## config.mk

```make
export PLATFORM = sky130hd
export DESIGN_NAME = rbpn_phase
export DESIGN_NICKNAME = d
export VERILOG_FILES = /design/src/rtl/rotated_box_pick_nearest_macros.svh /design/src/rtl/rbpn_pkg.sv /design/src/rtl/rbpn_phase.sv
export SDC_FILE = /design/constraint.sdc
export NUM_CORES = 1
export LEC_CHECK = 0
export ABC_AREA = 1
export ABC_CLOCK_PERIOD_IN_PS = 800
export BUFFER_PORTS_ARGS = -buffer_cell sky130_fd_sc_hd__buf_2
export CORE_ASPECT_RATIO = 0.75
export CORE_UTILIZATION = 45
export DETAILED_ROUTE_END_ITERATION = 8
export HOLD_SLACK_MARGIN = 0.1
export PLACE_DENSITY = 0.78
export SLEW_MARGIN = 20
export SYNTH_ARGS = -nofsm -noshare
export SYNTH_HDL_FRONTEND = slang
export SYNTH_SLANG_ARGS = --single-unit
```

## constraint.sdc

```tcl
create_clock -name i_clk -period 0.8 [get_ports i_clk]
set_clock_uncertainty 0.1 [all_clocks]
set_input_delay 0.04 -clock i_clk [delete_from_list [all_inputs] [get_ports i_clk]]
set_output_delay 0.04 -clock i_clk [all_outputs]
set_load 0.005 [all_outputs]
```

## src/rtl/rotated_box_pick_nearest_macros.svh

```systemverilog
// ----------------------------------------------------------------------------
// Assertion macros for the nearest rotated box picker
// Shared property forms: a same-cycle implication and a next-cycle one.
// ----------------------------------------------------------------------------
`ifndef ROTATED_BOX_PICK_NEAREST_MACROS_SVH
`define ROTATED_BOX_PICK_NEAREST_MACROS_SVH

// Check that cons holds in the cycle where ante holds.
`define RBPN_ASSERT_IMP(lbl, clk, rst_n, ante, cons, msg) \
    lbl: assert property (@(posedge clk) disable iff (!rst_n) (ante) |-> (cons)) \
        else $error(msg);

// Check that cons holds in the cycle after ante holds.
`define RBPN_ASSERT_NXT(lbl, clk, rst_n, ante, cons, msg) \
    lbl: assert property (@(posedge clk) disable iff (!rst_n) (ante) |=> (cons)) \
        else $error(msg);

`endif

```

## src/rtl/rbpn_pkg.sv

```systemverilog
// ----------------------------------------------------------------------------
// rbpn_pkg
// Types and constants shared by the nearest rotated box picker.
// ----------------------------------------------------------------------------
`timescale 1ns / 1ps
`default_nettype none

package rbpn_pkg;

    localparam int Q_W      = 32;
    localparam int EXT_W    = 31;
    localparam int ANG_W    = 16;
    localparam int DIFF_W   = 33;
    localparam int SIN_W    = 18;
    localparam int OBJ_W    = 10;

    localparam int IN_TDATA_W  = 240;
    localparam int OUT_TDATA_W = 16;

    localparam int PH_LAT  = 4;
    localparam int SIN_LAT = 4;
    localparam int ROT_LAT = 2;

    localparam logic [16:0] POLY_A = 17'd102944;
    localparam logic [15:0] POLY_B = 16'd42048;
    localparam logic [12:0] POLY_C = 13'd4640;

    localparam logic [14:0] QUARTER_TURN = 15'd16384;
    localparam logic [ANG_W-1:0] COS_OFFSET = 16'd16384;

    localparam logic signed [Q_W-1:0] DEPTH_MIN = {1'b1, {(Q_W-1){1'b0}}};

    typedef struct packed {
        logic signed [DIFF_W-1:0] dx;
        logic signed [DIFF_W-1:0] dy;
        logic [EXT_W-1:0]         hw;
        logic [EXT_W-1:0]         hh;
        logic signed [Q_W-1:0]    depth;
        logic [ANG_W-1:0]         angle;
        logic                     last;
    } t_item;

    typedef struct packed {
        logic                  hit;
        logic                  last;
        logic signed [Q_W-1:0] depth;
    } t_hit;

endpackage

`default_nettype wire

```

## src/rtl/rbpn_phase.sv

```systemverilog
// ----------------------------------------------------------------------------
// rbpn_phase
// Quantizes the binary angle to the trig table grid and maps the step back
// to a 16-bit phase; the divide by the table depth uses a reciprocal product
// with a one-step correction.
// ----------------------------------------------------------------------------
`timescale 1ns / 1ps
`default_nettype none

module rbpn_phase
    import rbpn_pkg::*;
#(
    parameter int TRIG_TABLE_DEPTH = 1024
) (
    input  wire logic             i_clk,
    input  wire logic             i_en,
    input  wire logic [ANG_W-1:0] i_angle,
    output logic      [ANG_W-1:0] o_phase
);

    localparam int        D_W    = $clog2(TRIG_TABLE_DEPTH + 1);
    localparam int        IDX_W  = $clog2(TRIG_TABLE_DEPTH);
    localparam longint    RECIP  = (64'd1 << 32) / TRIG_TABLE_DEPTH;
    localparam int        R_W    = $clog2(RECIP + 1);
    localparam int        PROD_W = ANG_W + D_W;

    localparam logic [D_W-1:0] DEPTH_C = D_W'(TRIG_TABLE_DEPTH);
    localparam logic [R_W-1:0] RECIP_C = R_W'(RECIP);

    logic [PROD_W-1:0]      r_prod;
    logic [IDX_W-1:0]       r_idx;
    logic [ANG_W-1:0]       r_q0;
    logic [ANG_W-1:0]       r_q1;
    logic [IDX_W+ANG_W-1:0] r_num;
    logic [31:0]            r_qd;
    logic [ANG_W-1:0]       r_phase;

    logic [IDX_W-1:0] w_idx;
    logic [47:0]      w_qm;
    logic [31:0]      w_rem;

    assign w_idx = r_prod[ANG_W +: IDX_W];
    assign w_qm  = 48'(w_idx) * 48'(RECIP_C);
    assign w_rem = 32'(r_num) - r_qd;

    always_ff @(posedge i_clk) begin
        if (i_en) begin
            r_prod  <= PROD_W'(i_angle) * PROD_W'(DEPTH_C);
            r_idx   <= w_idx;
            r_q0    <= w_qm[31:16];
            r_q1    <= r_q0;
            r_num   <= {r_idx, {ANG_W{1'b0}}};
            r_qd    <= 32'(r_q0) * 32'(DEPTH_C);
            r_phase <= r_q1 + ANG_W'(w_rem >= 32'(DEPTH_C));
        end
    end

    assign o_phase = r_phase;

endmodule

`default_nettype wire

```

---- Word level (Yosys, flattened, before mapping) ----
Index checks and enable logic that the tools add are counted.
storage, ports and cells
  bits in registers ....................... 52
  latch bits .............................. 0
  RAM bits ................................ 0
  memory bits (read-only) ................. 0
  input bits .............................. 18
  output and inout port bits .............. 16
  logic and storage cells ................. 7
  memories ................................ 0
cells by class
  add/sub/neg operators ................... 2
  multipliers ............................. 0
  div/mod/pow operators ................... 0
  magnitude comparators ................... 1
  equal/unequal tests ..................... 0
  shift operators ......................... 0
  muxes and demuxes ....................... 0
  bitwise logic cells ..................... 0
  reductions and logical operators ........ 0
operators with widths
  cell                                                                                   count
  32-bit by 11-bit greater-or-equal comparator with 1-bit output, second input constant  1
  26-bit by 26-bit subtractor with 27-bit output                                         1
  16-bit by 1-bit adder with 16-bit output                                               1

---- Depth between registers and ports, before layout ----
  depth in word-level cells ............... 3
  depth in mapped cells ................... 1
  mapped depth without buffers ............ 0

---- Worst setup path before layout ----
Ideal clock, no wire load.
  path type ............................... reg-to-reg
  from .................................... register r_q1[10]
  to ...................................... register r_phase[10], in the netlist o_phase[10] (data pin)
  library setup time ...................... 0.266 ns
  arrival time ............................ 0.323 ns
  data required time ...................... 0.434 ns
  slack ................................... 0.111 ns
  stages on the path, launching flop included .. 1
  buffers on the path ..................... 0
  clock period less this slack ............ 0.689 ns
  path through ............................ edfxtp_1
on the way
  cells in the longest elaborated chain, start to end .. 3
ends and longest elaborated chain
  what                                                            RTL line          source
  start: declaration                                              rbpn_phase.sv:33  logic [ANG_W-1:0] r_q1;
  start signal: assignment                                        rbpn_phase.sv:51  r_q1 <= r_q0;
  26-bit by 26-bit subtractor with 27-bit output                  -
  32-bit by 11-bit greater-or-equal comparator with 1-bit output  -
  16-bit by 1-bit adder with 16-bit output *                      rbpn_phase.sv:54  r_phase <= r_q1 + ANG_W'(w_rem >= 32'(DEPTH_C));
  end signal: assignment                                          rbpn_phase.sv:54
  end: declaration                                                rbpn_phase.sv:36  logic [ANG_W-1:0] r_phase;
Every way passes the cells marked *; elsewhere a longest branch is shown, timed or not.
A chain may end at the register's enable or synchronous reset.

---- Worst setup path in the final report ----
  from .................................... register r_phase[10], in the netlist o_phase[10]
  to ...................................... output o_phase[10]
RTL lines
  what              RTL line          source
  end: declaration  rbpn_phase.sv:18  output logic [ANG_W-1:0] o_phase
No word-level cell between the ends.

==> run metrics <==
Hold EP=r_prod[19]; post-CTS setup buffer count=0; fin crit period=0.905 ns; Final Max Slew Viols=0; Syn Area/Cell=26.6 um2; # clock sinks=40; die footprint=2990 um2; Clock H-tree levels=2; Antenna Violating Nets Remaining=0; Synth Flop Type=edfxtp_1; worst-path fanout max=1; post-CTS sizing=0; Final Hold Viols=0; post-DR wirelength/cell=9.16 um; CORE AREA=2620 um2; Post-DP HPWL=672 um; drt drc=0; drt pass-1 iters=3; hold_sp=i_en; sum of buffers and inverters on the critical path=1; Cell Area, Synth=1250 um2; CTS Root Buffer Type=clkbuf_8; Final Wtd Congestion=0.626; Rows=16; Synth Instances=47; port bufs=21; failing checks=setup timing; WHS Path Cells=2; # fillers=190; top-count cell post-synth=edfxtp_1; clock slew at reported path FFs=0.06 ns; period utilization=113%; largest net degree at the start of global routing=29; post-synth cell types=3; Yosys top cell area share=96.1%; Reg2Reg Depth=0; first-pass GRT wire length=1780 um; Hold Path Class=in -> reg; initial core utilization=47.7%; Startpoint Class=flop; Routed WL=1140 um; die height=47.6 um; async set-reset flop share out of synthesis=0%; FF-to-FF setup slack=0.07 ns; synthesis-stage register bit count=40; layout cell share with drive strength beyond 1=33.0%; worst vdd ir=0.00155 V; Critical-path top delay cell=edfxtp_1; Total Power=3.82 mW; sequential area share after synthesis=96.1%; Ports=34; clock tree buffer depth=2; Post-synth EDFFs=40; post-route setup slack=-0.105 ns; synth top area cells=edfxtp_1 (96%), buf_4 (3.6%), conb_1 (0.30%); max_cap viols=0; Crit path max-delay family=flip-flops; Worst R2R Start=r_prod[20]; leading area contributor after synthesis=edfxtp_1; CTS tree=done; PD cells=2400 nW/um2; dpl ws=0.0389 ns; diode count=0; crit-path max cell delay=0.36 ns; total CTS buffers=5; synthesis-to-layout area growth=27.1%; Pleak=0.594 nW; Critical Path RT=0.66 ns; status=finished with violations; antenna violations before repair=0; Setup crit end kind=output port; RSZ-0062 raised after global routing=yes; signal arrival time at the worst endpoint=0.77 ns; final net count=105; critical-path cell list=buf_2; Die W=62.9 um; Synth warnings=0; GRT Total Usage=9.21%; Fmax=1.10 GHz; reg2reg end=r_idx[4]; Via Count=485; Via density=3.91; grt ovf=0; kind of critical path=reg -> out; hold buffer count at CTS=10; vias in the first global route=463; final setup fails=10; Starting DRT DRC Count=3; worst-skew pair later-pin latency=0.28 ns; Post-synth top cells=edfxtp_1 (40), buf_4 (6), conb_1 (1)
## flip-flops by register name, summed over array words and instances, names as in the netlist
signal	flops
o_phase	10
r_idx	10
r_prod	10
r_q1	10
## worst max path at each step
stage	start	end	slack, ns	cells after the start
final	o_phase[10]	o_phase[10]	-0.11	1
after global routing	o_phase[10]	o_phase[10]	-0.16	1
after CTS	o_phase[9]	o_phase[9]	-0.13	1
after detailed placement	i_en	o_phase[6]	0.04	2
after global placement	i_en	o_phase[6]	0.04	2
after floorplan	r_q1[10]	o_phase[10]	0.11	0
## logic make-up after synthesis
family | after synthesis | share of synthesized area (%)
buf+inv | 6 | 3.60
other cells | 1 | 0.300
flops | 40 | 96.1
## metrics by stage
stage                     instance area, um2  cells  TNS, ns  utilization (%)  hold slack [ns]
after floorplan                         1270     52        0                -           0.0389
after global placement                  1410    106        0             53.7            0.117
after detailed placement                1410    106        0             53.7            0.118
after CTS                               1590    124    -1.19             60.6           0.0195
after global routing                    1590    124    -1.41             60.6           0.0419
final                                   1590    124   -0.972             60.6           0.0377
## cell usage in the layout (no fill, tap or decap)
master	count
buf_2	21
clkinv_1	1
clkbuf_1	2
buf_4	2
buf_12	1
clkbuf_8	5
edfxtp_1	40
conb_1	6
dlygate4sd3_1	10
## final cells by class
class	count	area, um2	area share [%]
well taps	36	45.0	2.83
clock buffers	7	76.3	4.80
clock inverters	1	3.75	0.236
flip-flops and latches	40	1200	75.6
multi-input cells	6	22.5	1.42
repair buffers	34	240	15.1
## report_power, final
part	switching, mW	leakage (nW)	internal, mW
Sequential	0.0281	0.391	2.47
Clock	0.566	0.0399	0.605
Combinational	0.0686	0.163	0.0841
Total	0.662	0.594	3.16
## layer usage
metal  up-vias  GRT usage [%]  part of all wire [%]
li1        249              -                     -
met1       208           7.56                    38
met2        24           16.1                    50
met3         4           6.67                   9.5
met4         0           6.98                   2.4
met5         -              0                     0
(Power assumes the default switching activity.)
