## src/rtl/rotated_box_pick_nearest_macros.svh

```systemverilog
// ----------------------------------------------------------------------------
// Assertion macros for the nearest rotated box picker
// Shared property forms: a same-cycle implication and a next-cycle one.
// ----------------------------------------------------------------------------
`ifndef ROTATED_BOX_PICK_NEAREST_MACROS_SVH
`define ROTATED_BOX_PICK_NEAREST_MACROS_SVH

// Check that cons holds in the cycle where ante holds.
`define RBPN_ASSERT_IMP(lbl, clk, rst_n, ante, cons, msg) \
    lbl: assert property (@(posedge clk) disable iff (!rst_n) (ante) |-> (cons)) \
        else $error(msg);

// Check that cons holds in the cycle after ante holds.
`define RBPN_ASSERT_NXT(lbl, clk, rst_n, ante, cons, msg) \
    lbl: assert property (@(posedge clk) disable iff (!rst_n) (ante) |=> (cons)) \
        else $error(msg);

`endif

```

## src/rtl/rbpn_pkg.sv

```systemverilog
// ----------------------------------------------------------------------------
// rbpn_pkg
// Types and constants shared by the nearest rotated box picker.
// ----------------------------------------------------------------------------
`timescale 1ns / 1ps
`default_nettype none

package rbpn_pkg;

    localparam int Q_W      = 32;
    localparam int EXT_W    = 31;
    localparam int ANG_W    = 16;
    localparam int DIFF_W   = 33;
    localparam int SIN_W    = 18;
    localparam int OBJ_W    = 10;

    localparam int IN_TDATA_W  = 240;
    localparam int OUT_TDATA_W = 16;

    localparam int PH_LAT  = 4;
    localparam int SIN_LAT = 4;
    localparam int ROT_LAT = 2;

    localparam logic [16:0] POLY_A = 17'd102944;
    localparam logic [15:0] POLY_B = 16'd42048;
    localparam logic [12:0] POLY_C = 13'd4640;

    localparam logic [14:0] QUARTER_TURN = 15'd16384;
    localparam logic [ANG_W-1:0] COS_OFFSET = 16'd16384;

    localparam logic signed [Q_W-1:0] DEPTH_MIN = {1'b1, {(Q_W-1){1'b0}}};

    typedef struct packed {
        logic signed [DIFF_W-1:0] dx;
        logic signed [DIFF_W-1:0] dy;
        logic [EXT_W-1:0]         hw;
        logic [EXT_W-1:0]         hh;
        logic signed [Q_W-1:0]    depth;
        logic [ANG_W-1:0]         angle;
        logic                     last;
    } t_item;

    typedef struct packed {
        logic                  hit;
        logic                  last;
        logic signed [Q_W-1:0] depth;
    } t_hit;

endpackage

`default_nettype wire

```

## src/rtl/rbpn_sine.sv

```systemverilog
// ----------------------------------------------------------------------------
// rbpn_sine
// Q16 sine of a 16-bit phase from the quarter wave odd polynomial,
// one product per stage.
// ----------------------------------------------------------------------------
`timescale 1ns / 1ps
`default_nettype none

module rbpn_sine
    import rbpn_pkg::*;
(
    input  wire logic                    i_clk,
    input  wire logic                    i_en,
    input  wire logic [ANG_W-1:0]        i_phase,
    output logic signed [SIN_W-1:0]      o_sine
);

    logic [14:0] w_r;
    logic [16:0] w_z;
    logic [33:0] w_zz_prod;
    logic [29:0] w_t1_prod;
    logic [15:0] w_bmt;
    logic [32:0] w_t2_prod;
    logic [16:0] w_amt;
    logic [33:0] w_s_prod;
    logic [16:0] w_s;

    logic [16:0] r_s1_z;
    logic [16:0] r_s1_zz;
    logic        r_s1_neg;
    logic [16:0] r_s2_z;
    logic [16:0] r_s2_zz;
    logic [12:0] r_s2_t1;
    logic        r_s2_neg;
    logic [16:0] r_s3_z;
    logic [15:0] r_s3_t2;
    logic        r_s3_neg;
    logic signed [SIN_W-1:0] r_sine;

    always_comb begin
        w_r = {1'b0, i_phase[13:0]};
        if (i_phase[14]) begin
            w_r = QUARTER_TURN - w_r;
        end
        w_z       = {w_r, 2'b00};
        w_zz_prod = 34'(w_z) * 34'(w_z);
        w_t1_prod = 30'(POLY_C) * 30'(r_s1_zz);
        w_bmt     = POLY_B - 16'(r_s2_t1);
        w_t2_prod = 33'(w_bmt) * 33'(r_s2_zz);
        w_amt     = POLY_A - 17'(r_s3_t2);
        w_s_prod  = 34'(r_s3_z) * 34'(w_amt);
        w_s       = w_s_prod[32:16];
    end

    always_ff @(posedge i_clk) begin
        if (i_en) begin
            r_s1_z   <= w_z;
            r_s1_zz  <= w_zz_prod[32:16];
            r_s1_neg <= i_phase[15];
            r_s2_z   <= r_s1_z;
            r_s2_zz  <= r_s1_zz;
            r_s2_t1  <= w_t1_prod[28:16];
            r_s2_neg <= r_s1_neg;
            r_s3_z   <= r_s2_z;
            r_s3_t2  <= w_t2_prod[31:16];
            r_s3_neg <= r_s2_neg;
            r_sine   <= r_s3_neg ? -$signed({1'b0, w_s}) : $signed({1'b0, w_s});
        end
    end

    assign o_sine = r_sine;

endmodule

`default_nettype wire

```

## config.mk

```make
export PLATFORM = sky130hd
export DESIGN_NAME = rbpn_sine
export DESIGN_NICKNAME = d
export VERILOG_FILES = /design/src/rtl/rotated_box_pick_nearest_macros.svh /design/src/rtl/rbpn_pkg.sv /design/src/rtl/rbpn_sine.sv
export SDC_FILE = /design/constraint.sdc
export NUM_CORES = 2
export LEC_CHECK = 0
export BUFFER_PORTS_ARGS = -buffer_cell sky130_fd_sc_hd__clkbuf_2
export CORE_ASPECT_RATIO = 1.75
export CORE_MARGIN = 3
export CORE_UTILIZATION = 56
export DETAILED_ROUTE_END_ITERATION = 10
export GPL_TIMING_DRIVEN = 0
export PLACE_DENSITY_LB_ADDON = 0.15
export SYNTH_ARGS = -nofsm -noshare
export SYNTH_HDL_FRONTEND = slang
export SYNTH_SLANG_ARGS = --single-unit
```

## constraint.sdc

```tcl
create_clock -name i_clk -period 19.9 [get_ports i_clk]
set_input_delay 1.99 -clock i_clk [delete_from_list [all_inputs] [get_ports i_clk]]
set_output_delay 1.99 -clock i_clk [all_outputs]
set_load 0.05 [all_outputs]
```

# After elaboration in Yosys (flattened, before gate mapping)
# Cells that the tools add are included.
[classes] add_sub_neg=4 multipliers=4 mux=2
[ops] operator="$mul 16x17->32" count=1
[ops] operator="$mul 15x17->31" count=1
[ops] operator="$mul 15x15->29" count=1
[ops] operator="$mul 8x17->24 const A" count=1
[ops] operator="$neg 17->18" count=1
[ops] operator="$mux 17" count=1
[ops] operator="$sub 17x16->17 const A" count=1
[ops] operator="$sub 16x13->16 const A" count=1
[ops] operator="$mux 15" count=1
[ops] operator="$sub 15x14->15 const A" count=1
[word_totals] register_bits=129 inputBits=18 out_inout_bits=18

# Depth between registers and ports, before layout
[logic_depth] ltp_word=4 depth_mapped=35 mapped_depth_nobuf=34

# Least setup slack after synthesis
# OpenSTA, ideal clock, no wires.
[synth_path] path_type="input to register" startpoint="in i_phase[0]" endpoint="reg r_s1_zz[16], data pin" setup_ns=0.266 arrival_ns=9.447 required_time_ns=19.634 path_slack_ns=10.187 cell_stages=32 cell_sequence="clkbuf_1 > inv_1 > ha_1 > nand2b_1 > or4_1 > or2_1 > o41ai_1 > xor2_1 > clkbuf_1 > nor2_1 > fa_1 > inv_1 > fa_1 > inv_1 > fa_1 > inv_1 > fa_1 > fa_1 > inv_1 > fa_1 > ha_1 > or4_1 > a21oi_1 > a211oi_1 > a311oi_2 > o21ai_1 > a21oi_1 > o211ai_1 > nand2_1 > o21ai_1 > o41ai_1 > xnor2_1"
[synth_via] elab_chain_len=3
[synth_rtl] element="from (decl)" line_no="rbpn_sine.sv:14" source="input wire logic [ANG_W-1:0] i_phase,"
[synth_rtl] element="$sub 15x14->15" line_no="rbpn_sine.sv:43" source="w_r = QUARTER_TURN - w_r;"
[synth_rtl] element="$mux 15 (*)" line_no="rbpn_sine.sv:42" source="if (i_phase[14]) begin"
[synth_rtl] element="$mul 15x15->29 (*)" line_no="rbpn_sine.sv:46" source="w_zz_prod = 34'(w_z) * 34'(w_z);"
[synth_rtl] element="via w_zz_prod[32]" line_no="rbpn_sine.sv:20" source="logic [33:0] w_zz_prod;"
[synth_rtl] element="to (signal assigned)" line_no="rbpn_sine.sv:58" source="r_s1_zz <= w_zz_prod[32:16];"
[synth_rtl] element="to (decl)" line_no="rbpn_sine.sv:29" source="logic [16:0] r_s1_zz;"
# Mark *: on every way through the listed nets, which the timed path passes. The rest lies on a longest branch.
# A chain may end at the register's enable or synchronous reset.

# Worst setup path after layout
[layout_path] startpoint="in i_phase[0]" endpoint="reg r_s1_zz[16], data pin"
[layout_via] elab_chain_len=3
[layout_rtl] element="$sub 15x14->15" line_no="rbpn_sine.sv:43"
[layout_rtl] element="$mux 15" line_no="rbpn_sine.sv:42"
[layout_rtl] element="via w_r[8]" line_no="rbpn_sine.sv:18" source="logic [14:0] w_r;"
[layout_rtl] element="$mul 15x15->29" line_no="rbpn_sine.sv:46"
[layout_rtl] element="via w_zz_prod[32]" line_no="rbpn_sine.sv:20"
# The timed path passes the listed nets, and every way through them passes these cells.

==> results.json <==
{
  "hold_buf_count_cts": 0,
  "rsz0062_at_grt": "false",
  "setup-violations-final": 0,
  "postRouteWirelength_um": 66400,
  "min-delay-path-class": "reg -> reg",
  "syn_area_per_cell_um2": 9.73,
  "post_synth_xor_area_fraction": 0.0383,
  "max_stage_delay_ns": 0.57,
  "worstMarginPinSlew_ns": 1.27,
  "synth_cells": 2865,
  "fillCellCount": 4314,
  "first_global_vias": 22200,
  "slew_headroom": 0.154,
  "yosysTopAreaCellShare": 0.379,
  "gp_routability_congestion": 0.912,
  "yosys_warnings": 0,
  "run_status": "finished clean",
  "synthSimpleGateAreaFrac": 0.142,
  "achievable_clock_frequency_mhz": 91.5,
  "hold_path_startpoint": "r_s2_z[12]",
  "groute.usage.overall": 0.269,
  "post_synth_mux_area_share": 0.000359,
  "synth-main-ff-cell": "edfxtp_1",
  "portion_of_the_post_synthesis_area_used_by_sequential_elements": 0.139,
  "post-synth-top-area-cell": "fa_1",
  "crit_path_start_kind": "primary input",
  "synth-edff-count": 129,
  "fin_crit_sh": 0.549,
  "postCtsResizedCells": 0,
  "gr-total-overflow": 0,
  "floorplan.initialDensity": 0.569,
  "pin_count_of_the_biggest_net_entering_global_routing": 113,
  "critical_path_class": "in -> reg",
  "synth-adder-area-share": 0.532,
  "synth-seq-cells": 129,
  "routed_wire_length_per_instance_um": 18.5,
  "highest_count_cells_in_the_layout_ignoring_fill_and_taps": "inv_1, fa_1, ha_1",
  "final_antenna_net_count": 0,
  "crit_path_slowest_cell": "fa_1",
  "rows": 107,
  "synth_top_family_by_area": "adder cells",
  "total_die_area_mm2": 0.0526,
  "input_output_buffers": 34,
  "dp.final_hpwl_um": 56600,
  "startpoint": "i_phase[0]",
  "tritoncts_sink_count": 129,
  "compound_cell_area_share_of_the_yosys_netlist": 0.0439,
  "post_synth_main_area_contributors": "fa_1, ha_1, edfxtp_1",
  "clk_latency_ns": 0.45,
  "cts_htree_levels": 4,
  "post-route-drc-count": 0,
  "crit_path_end_kind": "flop",
  "top_level_pins": 36,
  "clkSlewWorstSetupHoldPaths_ns": 0.06,
  "detail_route.vias_per_cell": 5.39,
  "cts.repair_timing.setup_buffer_count": 0,
  "critPathArrivalTime_ns": 11.11,
  "finalWorstPathRequiredPeriod_ns": 10.93,
  "proportion_of_register_bits_with_asynchronous_set_or_reset_after_synthesis": 0,
  "clockBufferDepth": 2,
  "cts_root_buf": "clkbuf_16",
  "setup-tns-final_ns": 0,
  "flow.area_growth_from_synthesis_pct": 5.97,
  "width_of_the_die_um": 175,
  "reg2reg_from": "r_s3_t2[0]",
  "post_synth_instance_area_mm2": 0.0279,
  "wire_length_of_the_first_global_routing_pass_um": 110000,
  "timing_hold_violations_final": 0,
  "final_common_cell": "inv_1",
  "max_cap_viol_count": 0,
  "skew_ns": 0.0187,
  "antenna_cells_inserted": 0,
  "post_route_cells_drive_above_1_share": 0.0347,
  "drt-pass1-iter-count": 6,
  "initial_antenna_violation_count": 0,
  "crit_required_ns": 20.08,
  "crit_fanout": 10,
  "yosysUniqueCellTypes": 75,
  "nNetsFinal": 3814,
  "fp.dieH_um": 301,
  "slew_viol_final": 0,
  "fp.coreArea_mm2": 0.0490,
  "dr_total_vias": 19400,
  "drtIter0Drc": 893,
  "cts_tree": "built",
  "cts-buffers-inserted": 17
}
-- metal layers --
| layer | wire length, um | vias to the layer above | global-route usage |
|---|---|---|---|
| li1 | - | 8808 | - |
| met3 | 2270 | 232 | 0.0261 |
| met4 | 5200 | 0 | 0.180 |
| met2 | 36400 | 516 | 0.505 |
| met5 | 0 | - | 0 |
| met1 | 22500 | 9805 | 0.281 |
-- area by class of cell --
cell class	count	area, um^2	area share
timing repair buffer	35	206	0.00699
multi-input combinational	1978	21100	0.715
sequential	129	3870	0.131
tap	654	818	0.0277
buffer	80	320	0.0108
clock inverter	15	183	0.00619
inverter	686	2570	0.0872
clock buffer	17	425	0.0144
-- worst max-delay path: cells and delay by family --
family,cells,cell delay (ns)
AO/OA/AOI/OAI,9,2.22
buffers and inverters,9,1.56
AND/OR/NAND/NOR,6,1.52
XOR/XNOR,2,0.29
adder cells (fa/ha/maj),8,3.52
-- worst paths after layout --
kind,endpoint,slack [ns],cells after the start
max,r_s1_zz[16],8.97,34
min,r_s3_z[12],0.42,0
max reg2reg,o_sine[17],9.77,29
min reg2reg,r_s3_z[12],0.42,0
-- logic make-up (layout without fill, tap and decap cells) --
logic type | Yosys count | in the layout
adders and majority gates | 869 | 869
muxes | 1 | 1
xor gates and xnor gates | 121 | 121
and+or+nand+nor | 802 | 802
other | 2 | 10
DFF | 129 | 129
AOI/OAI and AO/OA | 175 | 175
buffers and inverters | 766 | 833
-- through the flow --
step | instance area [um^2] | std cells | hold slack (ns) | util | worst slack (ns)
6_report | 29500 | 3594 | 0.417 | 0.603 | 8.97
5_1_grt | 29500 | 3594 | 0.423 | 0.603 | 8.36
4_1_cts | 29500 | 3594 | 0.413 | 0.603 | 8.98
3_5_place_dp | 28900 | 3562 | 0.405 | 0.590 | 8.54
3_3_place_gp | 28900 | 3561 | 0.401 | 0.590 | 8.66
2_1_floorplan | 27900 | 2873 | 0.400 | - | 10.19
-- registers in the layout (all words and copies together) (netlist names) --
name      cells
r_s2_zz      17
r_s2_neg      1
r_s2_z       15
r_s2_t1      13
r_s3_z       15
r_s1_z       15
r_s3_neg      1
o_sine       18
r_s1_zz      17
r_s1_neg      1
r_s3_t2      16
-- synthesized netlist by cell type, drive strengths merged, types with 3 or more instances --
| cell | instances |
|---|---|
| nor2b | 40 |
| and2 | 231 |
| o31ai | 8 |
| nand2 | 321 |
| o21ai | 41 |
| edfxtp | 129 |
| o21bai | 4 |
| nor3 | 19 |
| nor4b | 3 |
| or2 | 3 |
| nand4 | 7 |
| o31a | 3 |
| o21a | 15 |
| and3 | 6 |
| a31oi | 4 |
| clkinv | 6 |
| a21oi | 47 |
| o41ai | 4 |
| buf | 5 |
| nand3 | 10 |
| clkbuf | 75 |
| o211ai | 4 |
| fa | 527 |
| ha | 342 |
| nor2 | 126 |
| a211oi | 8 |
| inv | 680 |
| xnor2 | 84 |
| a21o | 10 |
| nor4 | 4 |
| or3 | 7 |
| nand2b | 14 |
| xor2 | 37 |
| or4 | 6 |
Power is not shown: default switching activity piles up to over one toggle a cycle in this logic, so the estimate is an artifact.
